==> config.mk <==
export PLATFORM = sky130hd
export DESIGN_NAME = clutch_switch_stuck_diagnostic_unit
export DESIGN_NICKNAME = d
export VERILOG_FILES = /design/src/csd_pkg.sv /design/src/csd_cfg.sv /design/src/csd_core.sv /design/src/clutch_switch_stuck_diagnostic_unit.sv
export SDC_FILE = /design/constraint.sdc
export NUM_CORES = 1
export LEC_CHECK = 0
export ABC_AREA = 1
export BUFFER_PORTS_ARGS = -buffer_cell sky130_fd_sc_hd__buf_4
export CORE_MARGIN = 4
export CORE_UTILIZATION = 58
export CTS_BUF_LIST = sky130_fd_sc_hd__clkbuf_8
export CTS_CLUSTER_DIAMETER = 200
export DETAILED_ROUTE_END_ITERATION = 8
export GPL_TIMING_DRIVEN = 0
export PLACE_DENSITY = 0.8
export SYNTH_ARGS = -nofsm -noshare
export SYNTH_HDL_FRONTEND = slang
export SYNTH_SLANG_ARGS = --single-unit
==> constraint.sdc <==
create_clock -name clk_i -period 10.8 [get_ports clk_i]
set_clock_uncertainty 0.05 [all_clocks]
set_input_delay 0.54 -clock clk_i [delete_from_list [all_inputs] [get_ports clk_i]]
set_output_delay 0.54 -clock clk_i [all_outputs]
set_load 0.05 [all_outputs]
==> src/csd_pkg.sv <==
// Shared types and constants for the clutch switch stuck diagnostic.
package csd_pkg;

  localparam int unsigned CfgIdxW   = 3;
  localparam int unsigned CfgDataW  = 16;
  localparam int unsigned TimerW    = 10;

  localparam logic [TimerW-1:0] TimerCap = TimerW'(900);

  // register indexes
  localparam logic [CfgIdxW-1:0] RegWinSpdLow   = 3'd0;
  localparam logic [CfgIdxW-1:0] RegWinSpdHigh  = 3'd1;
  localparam logic [CfgIdxW-1:0] RegEngSpdMin   = 3'd2;
  localparam logic [CfgIdxW-1:0] RegFuelFlowMin = 3'd3;
  localparam logic [CfgIdxW-1:0] RegSpdDeact    = 3'd4;
  localparam logic [CfgIdxW-1:0] RegSpdNoDecl   = 3'd5;
  localparam logic [CfgIdxW-1:0] RegStuckSpdMax = 3'd6;
  localparam logic [CfgIdxW-1:0] RegStuckTimMax = 3'd7;

  // reset values
  localparam logic [7:0]  WinSpdLowRst   = 8'd10;
  localparam logic [7:0]  WinSpdHighRst  = 8'd120;
  localparam logic [7:0]  EngSpdMinRst   = 8'd25;
  localparam logic [15:0] FuelFlowMinRst = 16'd0;
  localparam logic [7:0]  SpdDeactRst    = 8'd200;
  localparam logic [7:0]  SpdNoDeclRst   = 8'd30;
  localparam logic [7:0]  StuckSpdMaxRst = 8'd20;
  localparam logic [15:0] StuckTimMaxRst = 16'd900;

  typedef struct packed {
    logic [7:0]  window_speed_low;
    logic [7:0]  window_speed_high;
    logic [7:0]  engine_speed_min;
    logic [15:0] fuel_flow_min;
    logic [7:0]  speed_deactivate;
    logic [7:0]  speed_no_declutch;
    logic [7:0]  stuck_speed_max;
    logic [15:0] stuck_time_max;
  } cfg_t;

  typedef struct packed {
    logic [7:0]  vehicle_speed;
    logic [7:0]  engine_speed;
    logic [15:0] fuel_flow;
    logic        key_on;
    logic        engine_running;
    logic        pedal_pressed;
    logic        inhibit;
  } tick_t;

  typedef struct packed {
    logic              coh_start_cond;
    logic              switch_toggled;
    logic              coh_deactivated;
    logic              coh_check_cond;
    logic              stuck_deactivated;
    logic              stuck_counting;
    logic              stuck_held;
    logic              monitor_run;
    logic              stuck_fault;
    logic [TimerW-1:0] stuck_time;
  } result_t;

endpackage

==> src/csd_cfg.sv <==
// Configuration register file of the clutch switch stuck diagnostic.
module csd_cfg (
  input  logic                          clk_i,
  input  logic                          rst_ni,
  input  logic                          we_i,
  input  logic [csd_pkg::CfgIdxW-1:0]   idx_i,
  input  logic [csd_pkg::CfgDataW-1:0]  data_i,
  output csd_pkg::cfg_t                 cfg_o
);
  import csd_pkg::*;

  cfg_t cfg_q, cfg_d;

  always_comb begin
    cfg_d = cfg_q;
    if (we_i) begin
      unique case (idx_i)
        RegWinSpdLow:   cfg_d.window_speed_low  = data_i[7:0];
        RegWinSpdHigh:  cfg_d.window_speed_high = data_i[7:0];
        RegEngSpdMin:   cfg_d.engine_speed_min  = data_i[7:0];
        RegFuelFlowMin: cfg_d.fuel_flow_min     = data_i;
        RegSpdDeact:    cfg_d.speed_deactivate  = data_i[7:0];
        RegSpdNoDecl:   cfg_d.speed_no_declutch = data_i[7:0];
        RegStuckSpdMax: cfg_d.stuck_speed_max   = data_i[7:0];
        RegStuckTimMax: cfg_d.stuck_time_max    = data_i;
        default:        cfg_d = cfg_q;
      endcase
    end
  end

  always_ff @(posedge clk_i or negedge rst_ni) begin
    if (!rst_ni) begin
      cfg_q.window_speed_low  <= WinSpdLowRst;
      cfg_q.window_speed_high <= WinSpdHighRst;
      cfg_q.engine_speed_min  <= EngSpdMinRst;
      cfg_q.fuel_flow_min     <= FuelFlowMinRst;
      cfg_q.speed_deactivate  <= SpdDeactRst;
      cfg_q.speed_no_declutch <= SpdNoDeclRst;
      cfg_q.stuck_speed_max   <= StuckSpdMaxRst;
      cfg_q.stuck_time_max    <= StuckTimMaxRst;
    end else begin
      cfg_q <= cfg_d;
    end
  end

  assign cfg_o = cfg_q;

endmodule

==> src/csd_core.sv <==
// Per-tick evaluation: coherence conditions, stuck timer and fault latch.
module csd_core (
  input  logic             clk_i,
  input  logic             rst_ni,
  input  logic             en_i,
  input  csd_pkg::cfg_t    cfg_i,
  input  csd_pkg::tick_t   tick_i,
  output csd_pkg::result_t res_o
);
  import csd_pkg::*;

  logic              pedal_last_q, window_last_q, expired_last_q;
  logic              counting_q, fault_q;
  logic [TimerW-1:0] timer_q;
  logic              counting_d, fault_d;
  logic [TimerW-1:0] timer_d;

  logic              window, start, toggled, coh_deact, check;
  logic              stuck_deact, held, expired, monitor;
  logic [TimerW-1:0] timer_held;
  logic [TimerW:0]   timer_inc;
  logic [CfgDataW-1:0] timer_lim;

  always_comb begin
    window    = (tick_i.vehicle_speed > cfg_i.window_speed_low) &&
                (tick_i.vehicle_speed < cfg_i.window_speed_high);
    start     = window && (tick_i.engine_speed >= cfg_i.engine_speed_min) &&
                (tick_i.fuel_flow >= cfg_i.fuel_flow_min);
    toggled   = tick_i.pedal_pressed != pedal_last_q;
    coh_deact = tick_i.inhibit || (tick_i.vehicle_speed >= cfg_i.speed_deactivate);
    check     = tick_i.key_on && tick_i.engine_running &&
                (tick_i.vehicle_speed >= cfg_i.speed_no_declutch);

    stuck_deact = toggled || !tick_i.key_on;
    counting_d  = counting_q;
    if (stuck_deact || (window && !window_last_q)) begin
      counting_d = !stuck_deact;
    end

    held       = toggled || (tick_i.vehicle_speed < cfg_i.stuck_speed_max);
    timer_held = held ? '0 : timer_q;

    // expiry is judged before the advance
    expired = {{(CfgDataW-TimerW){1'b0}}, timer_held} >= cfg_i.stuck_time_max;
    monitor = toggled || (expired && !expired_last_q);
    fault_d = monitor ? !toggled : fault_q;

    // saturate at the smaller of the limit and the hard cap
    timer_lim = (cfg_i.stuck_time_max > {{(CfgDataW-TimerW){1'b0}}, TimerCap}) ?
                {{(CfgDataW-TimerW){1'b0}}, TimerCap} : cfg_i.stuck_time_max;
    timer_inc = {1'b0, timer_held} + {{TimerW{1'b0}}, counting_d};
    if (held) begin
      timer_d = '0;
    end else if ({{(CfgDataW-TimerW-1){1'b0}}, timer_inc} > timer_lim) begin
      timer_d = timer_lim[TimerW-1:0];
    end else begin
      timer_d = timer_inc[TimerW-1:0];
    end

    res_o.coh_start_cond    = start;
    res_o.switch_toggled    = toggled;
    res_o.coh_deactivated   = coh_deact;
    res_o.coh_check_cond    = check;
    res_o.stuck_deactivated = stuck_deact;
    res_o.stuck_counting    = counting_d;
    res_o.stuck_held        = held;
    res_o.monitor_run       = monitor;
    res_o.stuck_fault       = fault_d;
    res_o.stuck_time        = timer_d;
  end

  always_ff @(posedge clk_i or negedge rst_ni) begin
    if (!rst_ni) begin
      pedal_last_q   <= 1'b0;
      window_last_q  <= 1'b0;
      expired_last_q <= 1'b0;
      counting_q     <= 1'b0;
      fault_q        <= 1'b0;
      timer_q        <= '0;
    end else if (en_i) begin
      pedal_last_q   <= tick_i.pedal_pressed;
      window_last_q  <= window;
      expired_last_q <= expired;
      counting_q     <= counting_d;
      fault_q        <= fault_d;
      timer_q        <= timer_d;
    end
  end

endmodule

==> src/clutch_switch_stuck_diagnostic_unit.sv <==
// Clutch pedal switch stuck diagnostic: input register, evaluation, result register.
//
// One request on the input channel is one diagnostic tick; each tick yields
// exactly one result on the output channel, in order.
// Input channel: in_valid_i / in_ready_o with the sampled signals.
// Output channel: out_valid_o / out_ready_i with the derived flags and timer.
// Configuration: cfg_valid_i / cfg_ready_o, cfg_index_i selects the register,
// cfg_data_i carries the value (8-bit registers take the low byte). Always ready.
// Path: the accept edge loads the input register; the evaluated tick then moves into
// the result register when that register is empty or its result is being taken.
// Throughput: one tick per cycle while out_ready_i is high; the per-tick state
// (pedal, window, expiry edges, counting and fault latches, timer) updates on
// the same edge that moves a tick from the input register to the result register.
// Stall: when the receiver holds out_ready_i low the result register holds,
// the input register fills, and in_ready_o drops until the result is taken.
// Reset: registers return to their documented defaults, state and timer clear,
// and both pipeline registers empty.
module clutch_switch_stuck_diagnostic_unit (
  input  logic                         clk_i,
  input  logic                         rst_ni,
  input  logic                         cfg_valid_i,
  output logic                         cfg_ready_o,
  input  logic [csd_pkg::CfgIdxW-1:0]  cfg_index_i,
  input  logic [csd_pkg::CfgDataW-1:0] cfg_data_i,
  input  logic                         in_valid_i,
  output logic                         in_ready_o,
  input  logic [7:0]                   vehicle_speed_i,
  input  logic [7:0]                   engine_speed_i,
  input  logic [15:0]                  fuel_flow_i,
  input  logic                         key_on_i,
  input  logic                         engine_running_i,
  input  logic                         pedal_pressed_i,
  input  logic                         inhibit_i,
  output logic                         out_valid_o,
  input  logic                         out_ready_i,
  output logic                         coh_start_cond_o,
  output logic                         switch_toggled_o,
  output logic                         coh_deactivated_o,
  output logic                         coh_check_cond_o,
  output logic                         stuck_deactivated_o,
  output logic                         stuck_counting_o,
  output logic                         stuck_held_o,
  output logic                         monitor_run_o,
  output logic                         stuck_fault_o,
  output logic [csd_pkg::TimerW-1:0]   stuck_time_o
);
  import csd_pkg::*;

  cfg_t    cfg;
  tick_t   tick_q;
  result_t res, res_q;
  logic    in_vld_q, out_vld_q, advance;

  assign cfg_ready_o = 1'b1;

  csd_cfg u_cfg (
    .clk_i  (clk_i),
    .rst_ni (rst_ni),
    .we_i   (cfg_valid_i),
    .idx_i  (cfg_index_i),
    .data_i (cfg_data_i),
    .cfg_o  (cfg)
  );

  assign advance    = in_vld_q && (!out_vld_q || out_ready_i);
  assign in_ready_o = !in_vld_q || advance;

  always_ff @(posedge clk_i or negedge rst_ni) begin
    if (!rst_ni) begin
      in_vld_q  <= 1'b0;
      out_vld_q <= 1'b0;
    end else begin
      if (in_ready_o) begin
        in_vld_q <= in_valid_i;
      end
      if (advance) begin
        out_vld_q <= 1'b1;
      end else if (out_ready_i) begin
        out_vld_q <= 1'b0;
      end
    end
  end

  always_ff @(posedge clk_i) begin
    if (in_valid_i && in_ready_o) begin
      tick_q.vehicle_speed  <= vehicle_speed_i;
      tick_q.engine_speed   <= engine_speed_i;
      tick_q.fuel_flow      <= fuel_flow_i;
      tick_q.key_on         <= key_on_i;
      tick_q.engine_running <= engine_running_i;
      tick_q.pedal_pressed  <= pedal_pressed_i;
      tick_q.inhibit        <= inhibit_i;
    end
    if (advance) begin
      res_q <= res;
    end
  end

  csd_core u_core (
    .clk_i  (clk_i),
    .rst_ni (rst_ni),
    .en_i   (advance),
    .cfg_i  (cfg),
    .tick_i (tick_q),
    .res_o  (res)
  );

  assign out_valid_o         = out_vld_q;
  assign coh_start_cond_o    = res_q.coh_start_cond;
  assign switch_toggled_o    = res_q.switch_toggled;
  assign coh_deactivated_o   = res_q.coh_deactivated;
  assign coh_check_cond_o    = res_q.coh_check_cond;
  assign stuck_deactivated_o = res_q.stuck_deactivated;
  assign stuck_counting_o    = res_q.stuck_counting;
  assign stuck_held_o        = res_q.stuck_held;
  assign monitor_run_o       = res_q.monitor_run;
  assign stuck_fault_o       = res_q.stuck_fault;
  assign stuck_time_o        = res_q.stuck_time;

endmodule
After elaboration in Yosys (flattened, before gate mapping)
Index checks and enable logic that the tools add are counted.
{"block": "op_classes", "addsub": 1, "order_cmp": 10, "eq_ne": 8, "muxes": 8, "n_reduce_logical": 33}
{"cell": "$mux 10", "count": 3}
{"cell": "$ge 8x8->1", "count": 3}
{"cell": "$ge 10x16->1", "count": 1}
{"cell": "$ge 16x16->1", "count": 1}
{"cell": "$gt 11x16->1", "count": 1}
{"cell": "$gt 16x10->1 const B", "count": 1}
{"cell": "$lt 8x8->1", "count": 2}
{"cell": "$mux 16", "count": 1}
{"cell": "$reduce_and 2->1", "count": 8}
{"cell": "$eq 3x3->1 const B", "count": 4}
{"cell": "$add 10x1->11", "count": 1}
{"cell": "$logic_and 1x1->1", "count": 9}
{"cell": "$gt 8x8->1", "count": 1}
{"cell": "$logic_not 1->1", "count": 7}
{"cell": "$logic_or 1x1->1", "count": 7}
{"cell": "$eq 3x2->1 const B", "count": 2}
{"cell": "$mux 1", "count": 4}
{"cell": "$eq 3x1->1 const B", "count": 1}
{"cell": "$logic_not 3->1", "count": 1}
{"cell": "$reduce_bool 2->1", "count": 1}
{"cell": "$ne 1x1->1", "count": 1}
{"block": "word_totals", "regBits": 152, "inputBits": 60, "output_inout_bits": 22, "elab_cells": 93}

Depth between registers and ports, before layout
{"block": "logic_depth", "ltp_word": 9, "mapped_depth": 35, "depth_no_buf": 35}

Hierarchy
From an unflattened synthesis, not the netlist that was laid out.
{"block": "hier_totals", "cells_unflattened": 973, "area_unflattened_um2": 8494.4}
{"mod": "csd_core", "n_inst": 1, "cells_per_inst": 541, "area_each_um2": 3509.6, "seq_area_each_um2": 375.4}
{"mod": "csd_cfg", "n_inst": 1, "cells_per_inst": 363, "area_each_um2": 3226.8, "seq_area_each_um2": 2029.4}
{"mod": "clutch_switch_stuck_diagnostic_unit", "n_inst": 1, "cells_per_inst": 69, "area_each_um2": 1757.9, "seq_area_each_um2": 1701.6}

Worst setup path after synthesis
No wires, ideal clock.
{"block": "synth_timing", "path_type": "register to register", "start": "reg u_cfg.cfg_q (netlist bit u_cfg.cfg_o[75])", "end": "reg res_q (netlist bit stuck_time_o[5]), data pin", "setup_time_ns": 0.251, "t_arrival_ns": 3.612, "required_time_ns": 10.499, "slack_ns": 6.887, "path_stages_with_launch": 33, "n_path_buf": 0, "period_less_slack_ns": 3.913, "path_cell_list": "dfstp_2 > inv_1 > ha_1 > nand2_1 > o21ai_0 > nand2_1 > o211a_1 > nor2_1 > nand2_1 > nor2_1 > nor2_1 > nor2_1 > ha_1 > ha_1 > nand4_1 > nor2_2 > nand3_1 > nand2_1 > nand2_1 > ha_1 > nand2_1 > nor2_1 > nand2_1 > o211ai_1 > nand2_1 > nand2_1 > nand2_1 > inv_1 > nand2_1 > nand2_1 > inv_1 > nand2_1 > inv_1"}
{"item": "start: declaration", "line_no": "csd_cfg.sv:12", "source": "cfg_t cfg_q, cfg_d;"}
{"item": "start signal: assignment", "line_no": "csd_cfg.sv:42", "source": "cfg_q <= cfg_d;"}
{"item": "end signal: assignment", "line_no": "clutch_switch_stuck_diagnostic_unit.sv:95", "source": "res_q <= res;"}
{"item": "end: declaration", "line_no": "clutch_switch_stuck_diagnostic_unit.sv:51", "source": "result_t res, res_q;"}

==> impl_results.md <==
- Status: completed
- Starting Density: 0.599
- Resized Gates After CTS: 0
- Post-Layout Cell Count: 1,170
- Via Count: 6,126
- Sequential Power Share: 0.479
- Core area: 13,400 µm²
- CTS tree: done
- Clock Latency Late Sink: 470 ps
- Die area: 15,800 µm²
- Chip Width: 126 µm
- Max-slew violation count: 0
- Relative slew slack: 0.199
- # IOs: 82
- Hold Crit Class: input pin to register
- Yosys cell types: 41
- Hold slack: 192 ps
- Critical-path top delay cell: edfxtp_1
- Vias per cell: 5.24
- Crit path arrival time: 4900 ps
- Transition time of the tightest slew-check pin: 1200 ps
- Final setup viols: 0
- Cells after Synth: 881
- FF+latch count, synth: 152
- Pin count of the biggest net entering global routing: 98
- Critical path class: register to register
- Switching Share: 0.317
- Setup Buffers After CTS: 0
- Fmax: 212 MHz
- Num CTS Buffers: 17
- Vias in the first global route: 5,963
- Ys Warns: 0
- Routability cong.: 0.873
- Iter 0 DRT Violations: 398
- Synthesized area: 8030 µm²
- All-Layer GR Usage: 0.224
- Period minus WS final: 4730 ps
- Htree depth: 4
- First-pass DRT Iterations: 5
- Unrepaired setup endpoints after global routing: no
- # port buffers: 80
- First-pass GRT wire length: 28,200 µm
- Leakage: 4.67 nW
- Final Hold Vio Count: 0
- WL final: 16,800 µm
- Routed Antenna Nets: 0
- Layout fillers: 1,052
- # hold bufs at CTS: 0
- Placed cell areas: 8860 µm²
- Clk network pwr share: 0.285
- Multi-input gate area: 3280 µm²
- Register area share after synthesis: 0.511
- Crit Path Max Fanout: 8
- Reg clk slew, reported paths: 80 ps
- Top cell by count, worst path: nand2_1
- Antenna cell count: 0
- Die height: 126 µm
- Delay of the slowest critical-path stage: 540 ps
- Final Cell Area: 9250 µm²
- Worst path required time: 10,970 ps
- Dpl hpwl: 12,300 µm
- Power density cells: 167 nW/µm²
- Max-cap viol count: 0
- CTS root buf: clkbuf_8
- Final #Nets: 1,126
- Cell Rows: 42
- Part of the cycle the worst path needs: 0.438
- P_int: 0.00106 W
- Share of flip-flops with an asynchronous set or reset: 0.638
- Ys flop type: dfrtp_1
- Post-synth EDFFs: 55
- Maximum vdd drop: 0.0934 mV
- Post-route DRC: 0
- Initial antenna violation count: 0
- Grt ovf: 0
- CP Capture Type: register
- Switching power: 0.000489 W
- Syn avg cell area: 9.12 µm²
- Routed wire length per instance: 14.4 µm
- Gate power share: 0.236
- CTS max path bufs: 2
- Critical Path Start Type: register
- Cells after DPL: 1,138
- Layout cells sized above 1: 0.155
- CTS sink count: 152
- Storage element area: 4110 µm²
- Area added between synthesis and finish: 15.2%
- Setup TNS: 0 ps
-- cells by family after synthesis --
| logic type | count (synthesis) | share of synthesized area |
|---|---|---|
| other | 1 | 0.000467 |
| AND/OR/NAND/NOR | 314 | 0.163 |
| adder cells (fa/ha/maj) | 85 | 0.132 |
| AO/OA/AOI/OAI | 162 | 0.109 |
| buffers and inverters | 166 | 0.0805 |
| XOR/XNOR | 1 | 0.00343 |
| flip-flops | 152 | 0.511 |
-- registers in the layout, indices dropped and copies added, names as in the netlist, 10 cells and up --
| signal | flops |
|---|---|
| u_cfg.cfg_o | 80 |
| u_core.timer_q | 10 |
| stuck_time_o | 10 |
| tick_q | 36 |
-- critical path, delay by kind of cell (launching register included) --
family / cells / cell delay, ps
simple gates: 22 / 2220
flops: 1 / 540
buf+inv: 5 / 460
compound gates: 2 / 180
fa+ha+maj: 4 / 1030
-- cell type report --
cell class	instances	share of cell area
sequential	152	0.444
multi-input combinational	564	0.355
timing repair buffer	80	0.0649
inverter	148	0.0600
tap	176	0.0238
clock inverter	15	0.0176
clock buffer	17	0.0253
buffer	18	0.00987
-- power by group through the flow --
stage	clock, W	sequential, W	combinational (W)
2_1_floorplan	0	0.000776	0.000224
3_3_place_gp	0	0.000748	0.000348
3_5_place_dp	0	0.000750	0.000365
4_1_cts	0.000446	0.000740	0.000368
5_1_grt	0.000472	0.000750	0.000421
6_report	0.000440	0.000740	0.000366
-- through the flow --
step / power (W) / utilization / setup slack [ps]
6_report: 0.00155 / 0.690 / 6070
5_1_grt: 0.00164 / 0.690 / 5690
4_1_cts: 0.00155 / 0.690 / 6130
3_5_place_dp: 0.00112 / 0.661 / 6210
3_3_place_gp: 0.00110 / 0.661 / 6260
2_1_floorplan: 0.00100 / - / 6890
-- synthesized netlist by cell type (all sizes together), types with 2 or more instances --
cell type,count,area (µm²)
dfrtp,75,1880
a21oi,49,253
nor3,7,46.3
dfstp,22,578
a21boi,3,22.5
o211ai,4,30.0
o2111ai,3,26.3
nand2,222,848
nand3,23,115
inv,147,552
nand4,11,68.8
o21ai,95,479
clkbuf,13,48.8
nor2,49,218
o21a,2,15.0
edfxtp,55,1650
ha,85,1060
buf,5,42.5
-- path summary, 6_finish.rpt --
kind                                                     to  cells after the start                             start  slack (ps)
hold / removal                         tick_q[28]$_DFFE_PP_                      1                vehicle_speed_i[0]         190
min in group asynchronous       u_cfg.cfg_o[12]$_DFFE_PN0P_                      1                            rst_ni         240
hold reg to reg            u_core.window_last_q$_DFFE_PN0P_                      2  u_core.window_last_q$_DFFE_PN0P_         440
setup / recovery                  stuck_time_o[3]$_DFFE_PP_                     33              tick_q[35]$_DFFE_PP_        6070
max in group asynchronous       u_cfg.cfg_o[58]$_DFFE_PN0P_                      1                            rst_ni        9660
setup reg to reg                  stuck_time_o[3]$_DFFE_PP_                     33              tick_q[35]$_DFFE_PP_        6070
-- cell usage in the layout (no fill, tap or decap), types with 3 or more instances in the layout --
master	count
nand2_1	218
inv_1	147
o21ai_0	92
ha_1	85
buf_4	82
dfrtp_1	75
edfxtp_1	55
a21oi_1	47
nor2_1	43
nand3_1	23
dfstp_2	22
clkbuf_8	17
clkbuf_1	13
nand4_1	11
nor3_1	6
inv_2	4
nor2_2	4
o211ai_1	4
clkinv_4	4
nand2_2	3
a21boi_0	3
o2111ai_1	3
bufinv_16	3
-- layer usage --
metal  vias up  part of all wire  track usage
met1      2845              0.46        0.304
met4         0             0.022       0.0829
met3        29             0.058       0.0512
met2       170              0.46        0.357
li1       3082                 -            -
met5         -                 0            0
Power figures use the tool's default switching activity.
